$ cat src/rtl/core/rks_pkg.sv
// rks_pkg: shared constants and controller/datapath request types for the
// revision keyword scanner. No dependencies.
`default_nettype none

package rks_pkg;

  // candidate buffer size in bytes, including the opening and closing dollar
  localparam int MAX_KEYWORD_LEN = 64;
  localparam int ADDR_W          = $clog2(MAX_KEYWORD_LEN);
  localparam int LEN_W           = $clog2(MAX_KEYWORD_LEN + 1);

  // characters that steer the parser
  localparam logic [7:0] CH_DOLLAR = 8'h24;
  localparam logic [7:0] CH_COLON  = 8'h3a;
  localparam logic [7:0] CH_SPACE  = 8'h20;
  localparam logic [7:0] CH_HASH   = 8'h23;

  // requests from the controller to the datapath
  typedef struct packed {
    logic accept;     // an input request is taken this cycle
    logic eof;        // the taken request is an end-of-file marker
    logic rd_en;      // read the keyword buffer at the emit index
    logic load_byte;  // move the read byte into the output register
  } rks_cmd_t;

  // status from the datapath to the controller
  typedef struct packed {
    logic hit;        // current byte closes a valid keyword
    logic rd_last;    // emit index points at the last keyword byte
  } rks_sts_t;

endpackage

`default_nettype wire

$ cat src/rtl/core/rks_datapath.sv
// rks_datapath: keyword parser state, candidate byte buffer, emit index and
// output payload register. Depends on rks_pkg.
`default_nettype none

module rks_datapath (
  input  wire logic             clk,
  input  wire logic             rst,
  input  wire rks_pkg::rks_cmd_t cmd,
  input  wire logic [7:0]       data_byte,
  output rks_pkg::rks_sts_t     sts,
  output logic [7:0]            out_byte,
  output logic                  out_last,
  output logic                  out_sum,
  output logic                  out_had
);
  import rks_pkg::*;

  typedef enum logic [2:0] {
    P_IDLE,
    P_DOLLAR,
    P_WORD,
    P_COLON,
    P_COLON2,
    P_TEXT
  } pstate_t;

  pstate_t           pstate, pstate_next;
  logic              dcm, dcm_next;
  logic [LEN_W-1:0]  len, len_next;
  logic              found_any;
  logic [7:0]        prev_byte;
  logic [ADDR_W-1:0] rd_idx;
  logic [7:0]        rd_data;
  logic [7:0]        mem [MAX_KEYWORD_LEN];

  logic              wr_en;
  logic [ADDR_W-1:0] wr_addr;
  logic              hit;
  logic              full;
  logic              is_letter;
  logic              is_ctl;
  logic              step;

  // byte classes
  assign is_letter = (data_byte >= 8'h41 && data_byte <= 8'h5a) ||
                     (data_byte >= 8'h61 && data_byte <= 8'h7a);
  assign is_ctl    = (data_byte < 8'h20) || (data_byte == 8'h7f);
  assign full      = (len == LEN_W'(MAX_KEYWORD_LEN));
  assign step      = cmd.accept && !cmd.eof;

  // parser next state; entry 0 stands for the opening dollar and is never stored
  always_comb begin
    pstate_next = pstate;
    dcm_next    = dcm;
    len_next    = len;
    wr_en       = 1'b0;
    wr_addr     = len[ADDR_W-1:0];
    hit         = 1'b0;
    case (pstate)
      P_IDLE: begin
        if (data_byte == CH_DOLLAR) pstate_next = P_DOLLAR;
      end
      P_DOLLAR: begin
        if (is_letter) begin
          wr_en       = 1'b1;
          wr_addr     = ADDR_W'(1);
          len_next    = LEN_W'(2);
          pstate_next = P_WORD;
        end else if (data_byte != CH_DOLLAR) begin
          pstate_next = P_IDLE;
        end
      end
      P_WORD: begin
        if (full) begin
          len_next    = '0;
          pstate_next = P_IDLE;
        end else begin
          wr_en    = 1'b1;
          len_next = len + LEN_W'(1);
          if (is_letter) begin
            pstate_next = P_WORD;
          end else if (data_byte == CH_COLON) begin
            pstate_next = P_COLON;
            dcm_next    = 1'b0;
          end else if (data_byte == CH_DOLLAR) begin
            pstate_next = P_DOLLAR;
          end else begin
            pstate_next = P_IDLE;
          end
        end
      end
      P_COLON, P_COLON2: begin
        if (full) begin
          len_next    = '0;
          pstate_next = P_IDLE;
        end else begin
          wr_en    = 1'b1;
          len_next = len + LEN_W'(1);
          if (data_byte == CH_COLON) begin
            if (pstate == P_COLON) begin
              pstate_next = P_COLON2;
              dcm_next    = 1'b1;
            end else begin
              pstate_next = P_IDLE;
            end
          end else if (data_byte == CH_SPACE) begin
            pstate_next = P_TEXT;
          end else begin
            pstate_next = P_IDLE;
          end
        end
      end
      P_TEXT: begin
        if (full) begin
          len_next    = '0;
          pstate_next = P_IDLE;
        end else begin
          wr_en    = 1'b1;
          len_next = len + LEN_W'(1);
          if (is_ctl) begin
            pstate_next = P_IDLE;
          end else if (data_byte == CH_DOLLAR) begin
            pstate_next = P_IDLE;
            hit = (prev_byte == CH_SPACE) || (dcm && (prev_byte == CH_HASH));
          end
        end
      end
      default: begin
        pstate_next = P_IDLE;
      end
    endcase
  end

  assign sts.hit     = hit;
  assign sts.rd_last = ((LEN_W'(rd_idx) + LEN_W'(1)) == len);

  // parser control registers
  always_ff @(posedge clk) begin
    if (rst) begin
      pstate    <= P_IDLE;
      dcm       <= 1'b0;
      len       <= '0;
      found_any <= 1'b0;
    end else if (cmd.accept) begin
      if (cmd.eof) begin
        pstate    <= P_IDLE;
        dcm       <= 1'b0;
        len       <= '0;
        found_any <= 1'b0;
      end else begin
        pstate <= pstate_next;
        dcm    <= dcm_next;
        len    <= len_next;
        if (hit) found_any <= 1'b1;
      end
    end
  end

  // keyword buffer write and registered read
  always_ff @(posedge clk) begin
    if (step && wr_en) mem[wr_addr] <= data_byte;
    if (cmd.rd_en) rd_data <= mem[rd_idx];
  end

  // last stored byte and emit index
  always_ff @(posedge clk) begin
    if (step && wr_en) prev_byte <= data_byte;
    if (step && hit) begin
      rd_idx <= '0;
    end else if (cmd.load_byte && !sts.rd_last) begin
      rd_idx <= rd_idx + ADDR_W'(1);
    end
  end

  // output payload register
  always_ff @(posedge clk) begin
    if (cmd.accept && cmd.eof) begin
      out_byte <= 8'h00;
      out_last <= 1'b1;
      out_sum  <= 1'b1;
      out_had  <= found_any;
    end else if (cmd.load_byte) begin
      out_byte <= (rd_idx == '0) ? CH_DOLLAR : rd_data;
      out_last <= sts.rd_last;
      out_sum  <= 1'b0;
      out_had  <= 1'b0;
    end
  end

`ifndef ASSERT_OFF
  // buffer length never exceeds its capacity
  a_len_bound: assert property (@(posedge clk) disable iff (rst)
    len <= LEN_W'(MAX_KEYWORD_LEN))
    else $error("keyword length beyond buffer");

  // a hit only happens with at least dollar, letter, colon, space, dollar
  a_hit_len: assert property (@(posedge clk) disable iff (rst)
    (step && hit) |-> (len >= LEN_W'(4)))
    else $error("keyword closed with too short a buffer");

  // summary clears the found flag and the buffer length
  a_eof_clear: assert property (@(posedge clk) disable iff (rst)
    (cmd.accept && cmd.eof) |=> (!found_any && len == '0))
    else $error("summary did not clear scan state");
`endif

endmodule

`default_nettype wire

$ cat src/rtl/core/rks_ctrl.sv
// rks_ctrl: handshake control and keyword emit sequencer for the keyword
// scanner. Depends on rks_pkg.
`default_nettype none

module rks_ctrl (
  input  wire logic              clk,
  input  wire logic              rst,
  input  wire logic              s_tvalid,
  input  wire logic              s_tuser,
  output logic                   s_tready,
  output logic                   m_tvalid,
  input  wire logic              m_tready,
  input  wire rks_pkg::rks_sts_t sts,
  output rks_pkg::rks_cmd_t      cmd
);
  import rks_pkg::*;

  typedef enum logic [1:0] {
    C_SCAN,
    C_READ,
    C_LOAD
  } cstate_t;

  cstate_t state;
  logic    out_valid;
  logic    out_free;
  logic    take;

  // output slot is free or frees up this cycle
  assign out_free = !out_valid || m_tready;

  // plain bytes need no output slot, end-of-file needs one
  assign s_tready = (state == C_SCAN) && (out_free || !s_tuser);
  assign take     = s_tvalid && s_tready;
  assign m_tvalid = out_valid;

  assign cmd.accept    = take;
  assign cmd.eof       = s_tuser;
  assign cmd.rd_en     = (state == C_READ);
  assign cmd.load_byte = (state == C_LOAD) && out_free;

  // sequencer and output valid
  always_ff @(posedge clk) begin
    if (rst) begin
      state     <= C_SCAN;
      out_valid <= 1'b0;
    end else begin
      case (state)
        C_SCAN: begin
          if (take && !s_tuser && sts.hit) state <= C_READ;
        end
        C_READ: begin
          state <= C_LOAD;
        end
        C_LOAD: begin
          if (out_free) state <= sts.rd_last ? C_SCAN : C_READ;
        end
        default: begin
          state <= C_SCAN;
        end
      endcase
      if ((take && s_tuser) || cmd.load_byte) begin
        out_valid <= 1'b1;
      end else if (m_tready) begin
        out_valid <= 1'b0;
      end
    end
  end

`ifndef ASSERT_OFF
  // a closing dollar starts the emit sequence
  a_hit_emit: assert property (@(posedge clk) disable iff (rst)
    (take && !s_tuser && sts.hit) |=> (state == C_READ))
    else $error("keyword hit did not start emit");

  // every buffer read is followed by a load attempt
  a_read_load: assert property (@(posedge clk) disable iff (rst)
    (state == C_READ) |=> (state == C_LOAD))
    else $error("buffer read not followed by load");

  // a loaded byte is presented on the output
  a_load_valid: assert property (@(posedge clk) disable iff (rst)
    cmd.load_byte |=> out_valid)
    else $error("loaded byte not presented");

  // the final keyword byte returns the sequencer to scanning
  a_last_scan: assert property (@(posedge clk) disable iff (rst)
    (cmd.load_byte && sts.rd_last) |=> (state == C_SCAN))
    else $error("emit did not end on last byte");
`endif

endmodule

`default_nettype wire

$ cat src/rtl/core/rcs_keyword_scanner.sv
// rcs_keyword_scanner: top level of the revision keyword scanner, joining the
// controller (rks_ctrl) and the datapath (rks_datapath). Depends on rks_pkg.
//
//   channel   dir  tdata              tuser                        tlast
//   s_*       in   [7:0] data_byte    [0] end_of_file              -
//   m_*       out  [7:0] out_byte     [0] is_summary [1] had_kw    last_of_run
//
// one input byte per cycle while scanning; a plain byte never waits on the
// output side, an end-of-file request waits for a free output register.
// a found keyword is emitted byte by byte, each byte a buffer read and then
// an output load that waits for a free output register; input is held off meanwhile.
// reset clears parser state, length, found flag and output valid; the byte
// buffer has no reset and only entries of the current candidate are read.
`default_nettype none

module rcs_keyword_scanner (
  input  wire logic       clk,
  input  wire logic       rst,
  input  wire logic       s_tvalid,
  output logic            s_tready,
  input  wire logic [7:0] s_tdata,   // [7:0] data_byte
  input  wire logic       s_tuser,   // [0] end_of_file
  output logic            m_tvalid,
  input  wire logic       m_tready,
  output logic [7:0]      m_tdata,   // [7:0] out_byte
  output logic [1:0]      m_tuser,   // [0] is_summary, [1] had_keyword
  output logic            m_tlast    // last_of_run
);
  import rks_pkg::*;

  rks_cmd_t cmd;
  rks_sts_t sts;
  logic     out_sum;
  logic     out_had;

  // handshake control and emit sequencing
  rks_ctrl u_ctrl (
    .clk      (clk),
    .rst      (rst),
    .s_tvalid (s_tvalid),
    .s_tuser  (s_tuser),
    .s_tready (s_tready),
    .m_tvalid (m_tvalid),
    .m_tready (m_tready),
    .sts      (sts),
    .cmd      (cmd)
  );

  // parser, buffer and output payload
  rks_datapath u_dp (
    .clk       (clk),
    .rst       (rst),
    .cmd       (cmd),
    .data_byte (s_tdata),
    .sts       (sts),
    .out_byte  (m_tdata),
    .out_last  (m_tlast),
    .out_sum   (out_sum),
    .out_had   (out_had)
  );

  assign m_tuser = {out_had, out_sum};

endmodule

`default_nettype wire
$ cat config.mk
export PLATFORM = sky130hd
export DESIGN_NAME = rcs_keyword_scanner
export DESIGN_NICKNAME = d
export VERILOG_FILES = /design/src/rtl/core/rks_pkg.sv /design/src/rtl/core/rks_datapath.sv /design/src/rtl/core/rks_ctrl.sv /design/src/rtl/core/rcs_keyword_scanner.sv
export SDC_FILE = /design/constraint.sdc
export NUM_CORES = 1
export LEC_CHECK = 0
export BUFFER_PORTS_ARGS = -buffer_cell sky130_fd_sc_hd__buf_2
export CAP_MARGIN = 5
export CORE_UTILIZATION = 52
export CTS_BUF_LIST = sky130_fd_sc_hd__clkbuf_8
export CTS_CLUSTER_DIAMETER = 30
export DETAILED_ROUTE_END_ITERATION = 10
export GPL_ROUTABILITY_DRIVEN = 0
export PLACE_DENSITY = 0.7
export SLEW_MARGIN = 20
export SYNTH_ARGS = -nofsm -noshare
export SYNTH_HDL_FRONTEND = slang
export SYNTH_SLANG_ARGS = --single-unit
$ cat constraint.sdc
create_clock -name clk -period 2.61 [get_ports clk]
set_input_delay 0.522 -clock clk [delete_from_list [all_inputs] [get_ports clk]]
set_output_delay 0.522 -clock clk [all_outputs]
set_load 0.05 [all_outputs]
==> impl_metrics.toml <==
[worst_hold_path]
min_delay_path_depth = 3
hold_path_class = "in2reg"
worstHoldStart = "m_tready"
hold_end = "u_ctrl.m_tvalid$_SDFFE_PP0P_"

[route]
vias = 12280
wl_um = 52100
met2_length_um = 24280
final_antenna_net_count = 0
wl_met3_um = 4685
drc_errors = 0
routedLengthMet1_um = 21560
viasPerCell = 6.048
highest_layer = "met5"
wl_per_cell_um = 25.65
drt_iter0_drc = 1436
firstDrtPassIters = 5

[critical_path]
worst_r2r_path_depth = 7
cp.required_ns = 3.03
start_kind = "flip-flop"
cp.arrival_ns = 2.92
crit_type = "reg2reg"
cp-end-kind = "flip-flop"
rr_startpoint = "u_dp.rd_idx[0]$_SDFFE_PP0P_"
reg2reg_slack_ns = 0.10
r2r-end = "u_dp.rd_data[1]$_DFFE_PN_"
cp_max_fo = 33

[finish]
synthToLayoutAreaGrowth_pct = 18.63
fillers = 2879
finalNetCount = 1424
drive_gt1_share_pct = 34.72
fin_area_um2 = 26630
finalNonFillerCells = 2031
diodes = 0

[cts]
clk_latency_ns = 0.68
ctsHoldBuffers = 0
cts_tree = "yes"
clkTransAtPathRegs_ns = 0.06
numCtsBuffers = 104
htreeDepth = 3
root_buffer = "clkbuf_8"
cts_sinks = 560
clk_path_buf_depth = 3

[timing]
report.final.slew_viol_count = 0
finalCriticalPeriod_ns = 2.507
whs_ns = 0.2378
finalSetupTns_ns = 0
rsz0062_at_grt = "false"
finClkSkew_ns = 0.03799
worst_slew_pin_slew_ns = 0.8302
fmax_mhz = 398.9
fin_crit_sh_pct = 96.06
finalSetupViolCount = 0
maxSlewHeadroom_pct = 44.45
finalHoldViolations = 0

[power_and_ir_drop]
peakVddDrop_v = 0.0005528
p_per_area_nw_per_um2 = 712.7
p_leak_nw = 8.695

[run]
max-cap-violations = 0

[global_routing]
grt_util_all_layers_pct = 24.60
grt_max_degree = 75
grt_pass1_vias = 12390
grt_pass1_wl_um = 78250
antenna_found_initial = 1
grt-ovfl-total = 0

[floorplan]
die-area_um2 = 44000
die_h_um = 209.8
initial_core_util_pct = 53.16
die_w_um = 209.8
core_area_um2 = 42230
row_count = 75
io_pins = 26

[logic_synthesis]
ys_top_cells_by_area = "edfxtp_1 (71%), mux4_2 (13%), dfxtp_1 (2.8%)"
synth_warnings = 0
ys_ff_latch = 560
synth_most_common_cell = "edfxtp_1"
async_reset_ff_share_pct = 0
synth_ff_type = "edfxtp_1"
syn_area_per_cell_um2 = 19.33
synth_common_cells = "edfxtp_1 (529), mux4_2 (134), nor2_1 (87)"
synth.distinct_cells = 64
yosysTopAreaCell = "edfxtp_1"
synth_top_area_share_pct = 70.77
synth_edf_count = 529
syn_area_um2 = 22450
synth_nets = 1179
ys_seq_area_share_pct = 73.53
synthCells = 1161

[placed_design]
hpwlAfterDp_um = 33190
place_inst = 1835
port_buffers = 25
place_area_um2 = 24320

[outcome]
status = "complete, no violations"
-- stage by stage --
| step | worst slack (ns) | utilization (%) | total power, mW |
|---|---|---|---|
| 3_5_place_dp | -0.2147 | 57.59 | 10.28 |
| 2_1_floorplan | -0.03651 | - | 10.07 |
| 3_3_place_gp | -0.1316 | 57.59 | 10.27 |
| 4_1_cts | 0.1332 | 63.06 | 19.12 |
| 5_1_grt | 0.01693 | 63.06 | 19.51 |
| 6_report | 0.1029 | 63.06 | 18.98 |
-- layer usage --
layer  GRT usage, %  vias to the layer above
li1               -                     5304
met1          34.83                     6277
met2          37.31                      612
met3          5.731                       88
met4          9.892                        2
met5              0                        -
-- power breakdown --
group / switching [mW] / internal [mW] / total [mW]
registers: 0.00157 / 9.82 / 9.82
clock network: 3.81 / 5.07 / 8.88
logic: 0.219 / 0.0559 / 0.275
total: 4.03 / 14.9 / 19.0
-- logic make-up after synthesis --
group                    synth area share, %
XOR/XNOR                              0.3512
AO/OA/AOI/OAI                          3.484
flip-flops                             73.53
buffers and inverters                  1.956
multiplexers                           15.47
adder cells (fa/ha/maj)               0.2787
AND/OR/NAND/NOR                        4.928
-- sequential cells by signal, summed over array words and instances, names as in the netlist, 2 cells and up --
signal	flops
u_dp.mem	512
u_dp.out_byte	8
u_dp.prev_byte	8
u_dp.rd_data	8
u_dp.len	7
u_dp.rd_idx	6
u_dp.pstate	3
u_ctrl.state	2
-- how the worst max path moves through the flow --
| stage | startpoint | end | slack, ns | cells after the start |
|---|---|---|---|---|
| 2_1_floorplan | s_tdata[4] | u_dp.mem[49][0]$_DFFE_PP_ | -0.04 | 7 |
| 3_3_place_gp | s_tdata[4] | u_dp.mem[27][6]$_DFFE_PP_ | -0.13 | 6 |
| 3_5_place_dp | s_tdata[0] | u_dp.mem[25][7]$_DFFE_PP_ | -0.21 | 7 |
| 4_1_cts | u_dp.rd_idx[1]$_SDFFE_PP0P_ | u_dp.rd_data[3]$_DFFE_PN_ | 0.13 | 7 |
| 5_1_grt | u_ctrl.state[1]$_SDFFE_PP0P_ | u_dp.mem[27][1]$_DFFE_PP_ | 0.02 | 5 |
| 6_report | u_dp.rd_idx[0]$_SDFFE_PP0P_ | u_dp.rd_data[1]$_DFFE_PN_ | 0.10 | 7 |
-- final cells by class --
cell class	instances	area, µm²	area share [%]
flip-flops and latches	560	16520	62.03
multi-input cells	523	5514	20.71
repair buffers	204	1619	6.080
clock buffers	109	1500	5.634
clock inverters	83	753.2	2.829
well taps	539	674.4	2.533
inverters	13	50.05	0.1880
-- what timing repair did --
| item | 4_1_cts | 5_1_grt |
|---|---|---|
| gates resized for setup | 0 | 0 |
| setup buffers | 4 | 0 |
| hold endpoints to repair | 0 | 0 |
| endpoints found under the setup margin | 3 | 0 |
-- layout by cell type, fill, tap and decap left out, types with 9 or more instances in the layout --
cell        instances
a211oi_1           10
a21oi_1            22
a22oi_1            13
buf_12             12
buf_2              25
buf_4             167
bufinv_16          11
clkbuf_8          109
clkinv_1           12
clkinv_2           18
clkinv_4            9
clkinvlp_4          9
dfxtp_1            28
edfxtp_1          529
inv_1              30
mux2i_1            30
mux4_2            134
nand2_1            32
nand3_1            21
nor2_1             87
nor2b_1            11
nor3_1             10
o21ai_0            12
o22ai_1            11
-- critical path: stages (launching register included) --
cell and delay (ns):
dfxtp_4 0.37, buf_12 0.16, buf_12 0.25, mux4_2 0.57
mux2i_1 0.29, o22ai_1 0.16, a21oi_1 0.26, o21ai_0 0.13
No activity file was read; power rests on OpenSTA's default activity.
